**config.mk**
```make
export PLATFORM = sky130hd
export DESIGN_NAME = direct_form_iir_biquad_top
export DESIGN_NICKNAME = d
export VERILOG_FILES = /design/src/rtl/dfib_pkg.sv /design/src/rtl/dfib_cfg.sv /design/src/rtl/dfib_ctrl.sv /design/src/rtl/dfib_dp.sv /design/src/rtl/direct_form_iir_biquad_top.sv
export SDC_FILE = /design/constraint.sdc
export NUM_CORES = 2
export LEC_CHECK = 0
export BUFFER_PORTS_ARGS = -buffer_cell sky130_fd_sc_hd__buf_2
export CORE_MARGIN = 2
export CORE_UTILIZATION = 50
export CTS_CLUSTER_SIZE = 16
export DETAILED_ROUTE_END_ITERATION = 8
export PLACE_DENSITY = 0.72
export SYNTH_ARGS = -nofsm -noshare
export SYNTH_HDL_FRONTEND = slang
export SYNTH_HIERARCHICAL = 1
export SYNTH_SLANG_ARGS = --single-unit
export TNS_END_PERCENT = 1
```
**constraint.sdc**
```tcl
create_clock -name i_clk -period 9.8 [get_ports i_clk]
set_input_delay 0.49 -clock i_clk [delete_from_list [all_inputs] [get_ports i_clk]]
set_output_delay 0.49 -clock i_clk [all_outputs]
set_load 0.02 [all_outputs]
```
**src/rtl/dfib_pkg.sv**
```systemverilog
package dfib_pkg;

    localparam int unsigned COEF_W  = 18;
    localparam int unsigned SAMPLE_W = 16;
    localparam int unsigned PROD_W  = COEF_W + SAMPLE_W;
    localparam int unsigned ACC_W   = PROD_W + 4;
    localparam int unsigned CFG_IDX_W = 3;
    localparam int unsigned FRAC_BITS = 14;

    localparam logic signed [COEF_W-1:0]   RESET_B0     = 18'sd16384;
    localparam logic signed [COEF_W-1:0]   RESET_GAIN   = 18'sd16384;
    localparam logic signed [PROD_W-1:0]   ROUND_HALF_P = 34'sd8192;
    localparam logic signed [ACC_W-1:0]    ROUND_HALF_A = 38'sd8192;
    localparam logic signed [23:0]         SAT_MAX      = 24'sd32767;
    localparam logic signed [23:0]         SAT_MIN      = -24'sd32768;

    // register indexes on the configuration port
    localparam logic [CFG_IDX_W-1:0] REG_B0     = 3'd0;
    localparam logic [CFG_IDX_W-1:0] REG_B1     = 3'd1;
    localparam logic [CFG_IDX_W-1:0] REG_B2     = 3'd2;
    localparam logic [CFG_IDX_W-1:0] REG_A1     = 3'd3;
    localparam logic [CFG_IDX_W-1:0] REG_A2     = 3'd4;
    localparam logic [CFG_IDX_W-1:0] REG_GAIN   = 3'd5;
    localparam logic [CFG_IDX_W-1:0] REG_OFFSET = 3'd6;

    typedef struct packed {
        logic signed [COEF_W-1:0]   b0;
        logic signed [COEF_W-1:0]   b1;
        logic signed [COEF_W-1:0]   b2;
        logic signed [COEF_W-1:0]   a1;
        logic signed [COEF_W-1:0]   a2;
        logic signed [COEF_W-1:0]   gain;
        logic signed [SAMPLE_W-1:0] level_offset;
    } t_cfg;

    typedef enum logic [2:0] {
        MS_GX,
        MS_B0,
        MS_B1,
        MS_B2,
        MS_A1,
        MS_A2,
        MS_GY
    } t_mul_sel;

    typedef enum logic [1:0] {
        ACC_HOLD,
        ACC_LOAD,
        ACC_ADD,
        ACC_SUB
    } t_acc_op;

    typedef struct packed {
        t_mul_sel mul_sel;
        logic     prod_en;
        t_acc_op  acc_op;
        logic     clr_ovf;
        logic     scale_in;
        logic     update_hist;
        logic     scale_out;
    } t_dp_cmd;

    typedef struct packed {
        logic signed [SAMPLE_W-1:0] val;
        logic                       ovf;
    } t_sat;

    function automatic t_sat sat16(input logic signed [23:0] v);
        t_sat r;
        if (v > SAT_MAX) begin
            r.val = 16'sh7fff;
            r.ovf = 1'b1;
        end else if (v < SAT_MIN) begin
            r.val = 16'sh8000;
            r.ovf = 1'b1;
        end else begin
            r.val = v[SAMPLE_W-1:0];
            r.ovf = 1'b0;
        end
        return r;
    endfunction

endpackage

```
**src/rtl/dfib_cfg.sv**
```systemverilog
module dfib_cfg
    import dfib_pkg::*;
(
    input  logic                 i_clk,
    input  logic                 i_rst_n,
    input  logic                 i_cfg_we,
    input  logic [CFG_IDX_W-1:0] i_cfg_idx,
    input  logic [COEF_W-1:0]    i_cfg_data,
    output t_cfg                 o_cfg
);

    t_cfg r_cfg;

    always_ff @(posedge i_clk) begin
        if (!i_rst_n) begin
            r_cfg.b0           <= RESET_B0;
            r_cfg.b1           <= '0;
            r_cfg.b2           <= '0;
            r_cfg.a1           <= '0;
            r_cfg.a2           <= '0;
            r_cfg.gain         <= RESET_GAIN;
            r_cfg.level_offset <= '0;
        end else if (i_cfg_we) begin
            case (i_cfg_idx)
                REG_B0:     r_cfg.b0           <= i_cfg_data;
                REG_B1:     r_cfg.b1           <= i_cfg_data;
                REG_B2:     r_cfg.b2           <= i_cfg_data;
                REG_A1:     r_cfg.a1           <= i_cfg_data;
                REG_A2:     r_cfg.a2           <= i_cfg_data;
                REG_GAIN:   r_cfg.gain         <= i_cfg_data;
                REG_OFFSET: r_cfg.level_offset <= i_cfg_data[SAMPLE_W-1:0];
                default: begin
                    // drop writes to unknown indexes
                end
            endcase
        end
    end

    assign o_cfg = r_cfg;

endmodule

```
**src/rtl/dfib_ctrl.sv**
```systemverilog
module dfib_ctrl
    import dfib_pkg::*;
(
    input  logic    i_clk,
    input  logic    i_rst_n,
    input  logic    i_valid,
    output logic    o_ready,
    output logic    o_valid,
    input  logic    i_ready,
    output t_dp_cmd o_cmd
);

    typedef enum logic [9:0] {
        S_IDLE = 10'b00_0000_0001,
        S_XS   = 10'b00_0000_0010,
        S_B0   = 10'b00_0000_0100,
        S_B2   = 10'b00_0000_1000,
        S_A1   = 10'b00_0001_0000,
        S_A2   = 10'b00_0010_0000,
        S_LAST = 10'b00_0100_0000,
        S_Y    = 10'b00_1000_0000,
        S_GY   = 10'b01_0000_0000,
        S_OUT  = 10'b10_0000_0000
    } t_state;

    t_state r_state, n_state;
    logic   r_out_valid, n_out_valid;
    logic   w_in_fire;
    logic   w_out_free;

    assign w_in_fire  = i_valid && (r_state == S_IDLE);
    assign w_out_free = !r_out_valid || i_ready;

    always_comb begin
        n_state     = r_state;
        n_out_valid = r_out_valid && !i_ready;
        o_cmd       = '{mul_sel: MS_GX, prod_en: 1'b0, acc_op: ACC_HOLD, clr_ovf: 1'b0,
                        scale_in: 1'b0, update_hist: 1'b0, scale_out: 1'b0};
        case (r_state)
            S_IDLE: begin
                o_cmd.mul_sel = MS_GX;
                o_cmd.prod_en = w_in_fire;
                o_cmd.clr_ovf = w_in_fire;
                if (w_in_fire) begin
                    n_state = S_XS;
                end
            end
            S_XS: begin
                o_cmd.scale_in = 1'b1;
                o_cmd.mul_sel  = MS_B1;
                o_cmd.prod_en  = 1'b1;
                n_state        = S_B0;
            end
            S_B0: begin
                o_cmd.acc_op  = ACC_LOAD;
                o_cmd.mul_sel = MS_B0;
                o_cmd.prod_en = 1'b1;
                n_state       = S_B2;
            end
            S_B2: begin
                o_cmd.acc_op  = ACC_ADD;
                o_cmd.mul_sel = MS_B2;
                o_cmd.prod_en = 1'b1;
                n_state       = S_A1;
            end
            S_A1: begin
                o_cmd.acc_op  = ACC_ADD;
                o_cmd.mul_sel = MS_A1;
                o_cmd.prod_en = 1'b1;
                n_state       = S_A2;
            end
            S_A2: begin
                o_cmd.acc_op  = ACC_SUB;
                o_cmd.mul_sel = MS_A2;
                o_cmd.prod_en = 1'b1;
                n_state       = S_LAST;
            end
            S_LAST: begin
                o_cmd.acc_op = ACC_SUB;
                n_state      = S_Y;
            end
            S_Y: begin
                o_cmd.update_hist = 1'b1;
                n_state           = S_GY;
            end
            S_GY: begin
                // y1 already holds the new filter output
                o_cmd.mul_sel = MS_GY;
                o_cmd.prod_en = 1'b1;
                n_state       = S_OUT;
            end
            S_OUT: begin
                // hold here until the output register is free
                if (w_out_free) begin
                    o_cmd.scale_out = 1'b1;
                    n_out_valid     = 1'b1;
                    n_state         = S_IDLE;
                end
            end
            default: begin
                n_state = S_IDLE;
            end
        endcase
    end

    always_ff @(posedge i_clk) begin
        if (!i_rst_n) begin
            r_state     <= S_IDLE;
            r_out_valid <= 1'b0;
        end else begin
            r_state     <= n_state;
            r_out_valid <= n_out_valid;
        end
    end

    assign o_ready = (r_state == S_IDLE);
    assign o_valid = r_out_valid;

endmodule

```
**src/rtl/dfib_dp.sv**
```systemverilog
module dfib_dp
    import dfib_pkg::*;
#(
    parameter int unsigned TAP_COUNT = 3
) (
    input  logic                        i_clk,
    input  logic                        i_rst_n,
    input  t_cfg                        i_cfg,
    input  t_dp_cmd                     i_cmd,
    input  logic signed [SAMPLE_W-1:0]  i_sample_in,
    output logic signed [SAMPLE_W-1:0]  o_sample_out,
    output logic                        o_overflow
);

    logic signed [COEF_W-1:0]   w_b1, w_b2, w_a1, w_a2;
    logic signed [COEF_W-1:0]   w_mul_c;
    logic signed [SAMPLE_W-1:0] w_mul_d;
    logic signed [PROD_W-1:0]   w_prod;
    logic signed [PROD_W-1:0]   w_prod_rnd;
    logic signed [20:0]         w_scaled_sum;
    logic signed [ACC_W-1:0]    w_acc_rnd;
    logic signed [ACC_W-1:0]    w_prod_ext;
    t_sat                       w_scaled;
    t_sat                       w_ysat;

    logic signed [PROD_W-1:0]   r_prod;
    logic signed [ACC_W-1:0]    r_acc;
    logic signed [SAMPLE_W-1:0] r_xs;
    logic signed [SAMPLE_W-1:0] r_x1, r_x2, r_y1, r_y2;
    logic                       r_ovf;
    logic signed [SAMPLE_W-1:0] r_sample_out;
    logic                       r_out_ovf;

    // taps beyond the configured count contribute nothing
    assign w_b1 = (TAP_COUNT > 1) ? i_cfg.b1 : '0;
    assign w_a1 = (TAP_COUNT > 1) ? i_cfg.a1 : '0;
    assign w_b2 = (TAP_COUNT > 2) ? i_cfg.b2 : '0;
    assign w_a2 = (TAP_COUNT > 2) ? i_cfg.a2 : '0;

    always_comb begin
        case (i_cmd.mul_sel)
            MS_GX: begin w_mul_c = i_cfg.gain; w_mul_d = i_sample_in; end
            MS_B0: begin w_mul_c = i_cfg.b0;   w_mul_d = r_xs;        end
            MS_B1: begin w_mul_c = w_b1;       w_mul_d = r_x1;        end
            MS_B2: begin w_mul_c = w_b2;       w_mul_d = r_x2;        end
            MS_A1: begin w_mul_c = w_a1;       w_mul_d = r_y1;        end
            MS_A2: begin w_mul_c = w_a2;       w_mul_d = r_y2;        end
            MS_GY: begin w_mul_c = i_cfg.gain; w_mul_d = r_y1;        end
            default: begin w_mul_c = '0;       w_mul_d = '0;          end
        endcase
    end

    assign w_prod = w_mul_c * w_mul_d;

    // round half up, drop 14 fraction bits, add offset, clip
    assign w_prod_rnd   = r_prod + ROUND_HALF_P;
    assign w_scaled_sum = {w_prod_rnd[PROD_W-1], w_prod_rnd[PROD_W-1:FRAC_BITS]}
                        + {{5{i_cfg.level_offset[SAMPLE_W-1]}}, i_cfg.level_offset};
    assign w_scaled     = sat16({{3{w_scaled_sum[20]}}, w_scaled_sum});

    assign w_acc_rnd = r_acc + ROUND_HALF_A;
    assign w_ysat    = sat16(w_acc_rnd[ACC_W-1:FRAC_BITS]);

    assign w_prod_ext = {{(ACC_W-PROD_W){r_prod[PROD_W-1]}}, r_prod};

    always_ff @(posedge i_clk) begin
        if (i_cmd.prod_en) begin
            r_prod <= w_prod;
        end
        case (i_cmd.acc_op)
            ACC_LOAD: r_acc <= w_prod_ext;
            ACC_ADD:  r_acc <= r_acc + w_prod_ext;
            ACC_SUB:  r_acc <= r_acc - w_prod_ext;
            default:  r_acc <= r_acc;
        endcase
        if (i_cmd.scale_in) begin
            r_xs <= w_scaled.val;
        end
        if (i_cmd.scale_out) begin
            r_sample_out <= w_scaled.val;
            r_out_ovf    <= r_ovf | w_scaled.ovf;
        end
    end

    always_ff @(posedge i_clk) begin
        if (!i_rst_n) begin
            r_x1  <= '0;
            r_x2  <= '0;
            r_y1  <= '0;
            r_y2  <= '0;
            r_ovf <= 1'b0;
        end else begin
            if (i_cmd.clr_ovf) begin
                r_ovf <= 1'b0;
            end else if (i_cmd.scale_in) begin
                r_ovf <= r_ovf | w_scaled.ovf;
            end else if (i_cmd.update_hist) begin
                r_ovf <= r_ovf | w_ysat.ovf;
            end
            if (i_cmd.update_hist) begin
                r_x2 <= r_x1;
                r_x1 <= r_xs;
                r_y2 <= r_y1;
                r_y1 <= w_ysat.val;
            end
        end
    end

    assign o_sample_out = r_sample_out;
    assign o_overflow   = r_out_ovf;

endmodule

```
**src/rtl/direct_form_iir_biquad_top.sv**
```systemverilog
// Channel    Signals                                      Direction
// input      i_valid, o_ready, i_sample_in                request in
// output     o_valid, i_ready, o_sample_out, o_overflow   request out
// config     i_cfg_we, i_cfg_idx, i_cfg_data              write only
//
// A request steps through the states XS, B0, B2, A1, A2, LAST, Y, GY and OUT to a
// loaded result register; the next is taken only once the sequencer is back in IDLE,
// since the single 18x16 multiplier serves all seven products in turn.
// o_ready is high only while the sequencer is idle; a new request is taken while
// the previous result still waits in the output register.
// If that result is not taken by the end of the next request, the sequencer stalls.
// Reset is synchronous, active low; it restores register defaults and clears history.
module direct_form_iir_biquad_top
    import dfib_pkg::*;
#(
    parameter int unsigned TAP_COUNT = 3
) (
    input  logic                        i_clk,
    input  logic                        i_rst_n,
    input  logic                        i_valid,
    output logic                        o_ready,
    input  logic signed [SAMPLE_W-1:0]  i_sample_in,
    output logic                        o_valid,
    input  logic                        i_ready,
    output logic signed [SAMPLE_W-1:0]  o_sample_out,
    output logic                        o_overflow,
    input  logic                        i_cfg_we,
    input  logic [CFG_IDX_W-1:0]        i_cfg_idx,
    input  logic [COEF_W-1:0]           i_cfg_data
);

    t_cfg    w_cfg;
    t_dp_cmd w_cmd;

    dfib_cfg u_cfg (
        .i_clk      (i_clk),
        .i_rst_n    (i_rst_n),
        .i_cfg_we   (i_cfg_we),
        .i_cfg_idx  (i_cfg_idx),
        .i_cfg_data (i_cfg_data),
        .o_cfg      (w_cfg)
    );

    dfib_ctrl u_ctrl (
        .i_clk   (i_clk),
        .i_rst_n (i_rst_n),
        .i_valid (i_valid),
        .o_ready (o_ready),
        .o_valid (o_valid),
        .i_ready (i_ready),
        .o_cmd   (w_cmd)
    );

    dfib_dp #(
        .TAP_COUNT (TAP_COUNT)
    ) u_dp (
        .i_clk        (i_clk),
        .i_rst_n      (i_rst_n),
        .i_cfg        (w_cfg),
        .i_cmd        (w_cmd),
        .i_sample_in  (i_sample_in),
        .o_sample_out (o_sample_out),
        .o_overflow   (o_overflow)
    );

endmodule

```
==> results.tsv <==
stage	metric	value	unit
worst_setup_path	ff2ff_path_depth	27	
clock_tree	clock_sinks	305	
die	die_h	243	um
sta	slew_headroom	0.109	
worst_setup_path	reg2reg_slack	490	ps
sta	grt_setup_unrepaired	no	
worst_setup_path	start_kind	flip-flop	
place	hpwlAfterDp	57800	um
sta	worstMarginPinSlew	1330	ps
clock_tree	cts_tree	done	
global_route	antenna_found_initial	2	
worst_setup_path	rr_startpoint	u_ctrl/r_state[4]	
status	status	finished clean	
clock_tree	holdBufCountCts	0	
job	maxCapViolations	0	
drt	drtPass1Iterations	7	
clock_tree	clockRootBuffer	clkbuf_16	
clock_tree	clockBufferDepth	3	
sta	period_minus_slack	9310	ps
global_route	gr-total-overflow	0	
yosys	ys.flop_type	dfxtp_1	
place	io_buffer_count	60	
sta	fin_crit_sh	0.950	
sta	drv_slew	0	
yosys	synth_top_area_cell	fa_1	
clock_tree	htreeDepth	2	
cells_and_area	diodes	0	
die	rows	87	
yosys	syn_inst	3125	
worst_setup_path	crit_required	10110	ps
yosys	synth_area	0.0285	mm^2
yosys	synth_cell_types	91	
clock_tree	worstSkewPairLatency	560	ps
sta	whs	196	ps
worst_setup_path	path_class	reg -> reg	
die	die_x	243	um
die	core-area	0.0563	mm^2
yosys	synth.net_count	3606	
drt	viasPerCell	5.63	
min_path	worst_hold_startpoint	i_valid	
cells_and_area	layout-drive-gt1-share	0.0871	
cells_and_area	fin_cells	3923	
yosys	synthTopCellsByArea	fa_1, dfxtp_1, edfxtp_1	
yosys	ys_warn_count	6	
drt	route.detailed.drc	0	
cells_and_area	final_nets	3620	
yosys	syn_avg_cell_area	9.11	um^2
cells_and_area	area_growth	8.74	%
global_route	grt_max_degree	109	
cells_and_area	mostFrequentLayoutCell	inv_1	
global_route	grt_pass1_wl	121000	um
cells_and_area	layout_common_cells	inv_1, nand2_1, fa_1	
power	powerDensity	158	mW/mm^2
drt	first_iter_violations	1580	
sta	clock_skew	38.3	ps
cells_and_area	multiInputGateArea	0.0193	mm^2
clock_tree	clk_pin_slew	50	ps
die	dieArea	0.0588	mm^2
yosys	synth.ff_latch_count	305	
sta	setup_viol	0	
sta	clock.fmax	107	MHz
min_path	hold_path_end	u_ctrl/r_state[1]	
drt	wl	74900	um
worst_setup_path	critPathMaxFanout	11	
global_route	track_usage	0.257	
yosys	synth_seq_area_share	0.251	
clock_tree	cts_buffers	36	
die	initial_core_util	0.506	
yosys	synth_top_area_share	0.206	
yosys	synth_edf_count	105	
drt	wl_per_cell	19.1	um
min_path	min_path_cells	2	
cells_and_area	regArea	0.00716	mm^2
power	peakVddDrop	0.000111	V
drt	routed-via-count	22100	
global_route	first_global_vias	22300	
die	io_pins	61	
power	power_leakage	14.0	nW
place	finalWeightedCongestion	0.993	
min_path	hp-class	in -> reg	
sta	timing.setup.tns	0	ps
power	finalPower	4.90	mW
place	placed_cells	3856	
worst_setup_path	cp-end-kind	flip-flop	
sta	hold_viol_final	0	
yosys	async_flop_share	0	
worst_setup_path	arrival	9620	ps
drt	drt.antenna.violating_nets	0	
cells_and_area	fillers	5071	
worst_setup_path	r2r_end	u_dp/r_prod[32]	
-- synth_stat cells, types with 6 or more instances --
master	n
nor2b_1	72
inv_1	397
nand4_1	17
o21bai_1	7
a21oi_1	128
mux2_2	34
o31ai_1	9
buf_1	17
nand4b_1	6
and2_1	16
a21boi_0	15
nand2_1	316
o21a_1	16
or3_1	17
a221oi_1	12
mux2i_1	200
xnor2_1	105
xor2_1	50
nand2b_1	53
a31oi_1	13
and3_1	30
o21ai_0	76
buf_2	20
nor3_1	36
clkbuf_1	107
nor4_1	11
ha_1	146
nor2_1	287
edfxtp_1	105
a22oi_1	32
nand3b_1	14
or2_2	18
nand3_1	46
a21o_1	47
a211oi_1	18
o21ai_1	12
dfxtp_1	200
and4_1	10
o211ai_1	10
a22o_1	19
fa_1	293
-- cell families (layout without fill, tap and decap cells) --
family	after synthesis	after routing	synth area share
AND/OR/NAND/NOR	973	973	0.162
XOR/XNOR	155	155	0.0477
flip-flops	305	305	0.251
AO/OA/AOI/OAI	471	471	0.110
multiplexers	234	234	0.0838
adder cells (fa/ha/maj)	439	439	0.270
buffers and inverters	548	590	0.0746
-- power by group --
| part | internal (mW) | switching, mW |
|---|---|---|
| Sequential | 1.45 | 0.113 |
| Combinational | 0.791 | 1.18 |
| Clock | 0.814 | 0.557 |
| Total | 3.05 | 1.85 |
-- flip-flops by register name (all words and copies together), names as in the netlist, 16 cells and up --
name,cells
u_dp/r_y1,16
u_dp/r_y2,16
u_dp/o_sample_out,16
u_dp/r_x1,16
u_dp/r_x2,16
u_dp/r_prod,34
u_dp/r_xs,16
u_cfg/o_cfg,124
u_dp/r_acc,38
-- worst max-delay path by stage --
stage          cells past startpoint         endpoint         startpoint  slack (ps)
4_1_cts                           27  u_dp/r_prod[32]  u_ctrl/r_state[4]         470
6_report                          27  u_dp/r_prod[32]  u_ctrl/r_state[4]         490
3_3_place_gp                      27  u_dp/r_prod[32]  u_ctrl/r_state[4]         550
2_1_floorplan                     33  u_dp/r_prod[33]  u_ctrl/r_state[5]         770
3_5_place_dp                      27  u_dp/r_prod[32]  u_ctrl/r_state[4]         500
5_1_grt                           28  u_dp/r_prod[32]  u_ctrl/r_state[4]          90
-- per-stage QoR --
step / area, um^2 / utilization / setup slack, ps
CTS: 30900 / 0.550 / 466
global route: 30900 / 0.550 / 90.0
finish: 30900 / 0.550 / 486
global placement: 29700 / 0.528 / 548
floorplan: 28500 / - / 775
detailed placement: 29700 / 0.528 / 495
-- what timing repair did --
item | CTS | global route
setup endpoints to repair | 0 | 2
buffers inserted | 0 | 1
gates resized for setup | 0 | 2
-- cell type report --
class,count,area share
inverters,398,0.0484
clock inverters,18,0.00813
clock buffers,48,0.0312
flip-flops and latches,305,0.231
well taps,756,0.0306
repair buffers,126,0.0267
multi-input cells,2272,0.624
-- layer usage --
metal  track usage  vias up  routed length, um
met5             0        -                 11
met4        0.0994        2               3030
met3        0.0418      166               4270
met2         0.422      648              35100
met1         0.341    10900              32600
li1              -    10400                  -
-- critical path, cell delays in order (launching register included) --
cell	delay [ps]
dfxtp_1	380
or4_4	610
or4_1	580
inv_2	100
nor2b_1	310
buf_4	290
nor2_1	160
a22oi_1	170
nor2_1	70
or3_1	520
nand2b_1	200
fa_1	600
fa_1	710
clkinvlp_4	170
fa_1	570
fa_1	440
fa_1	560
inv_1	60
fa_1	550
inv_1	50
ha_1	470
nand4_1	190
or2_2	340
o311ai_0	390
nand3_1	170
o21ai_0	170
a21oi_1	100
xnor2_1	130
(Power assumes the default switching activity.)
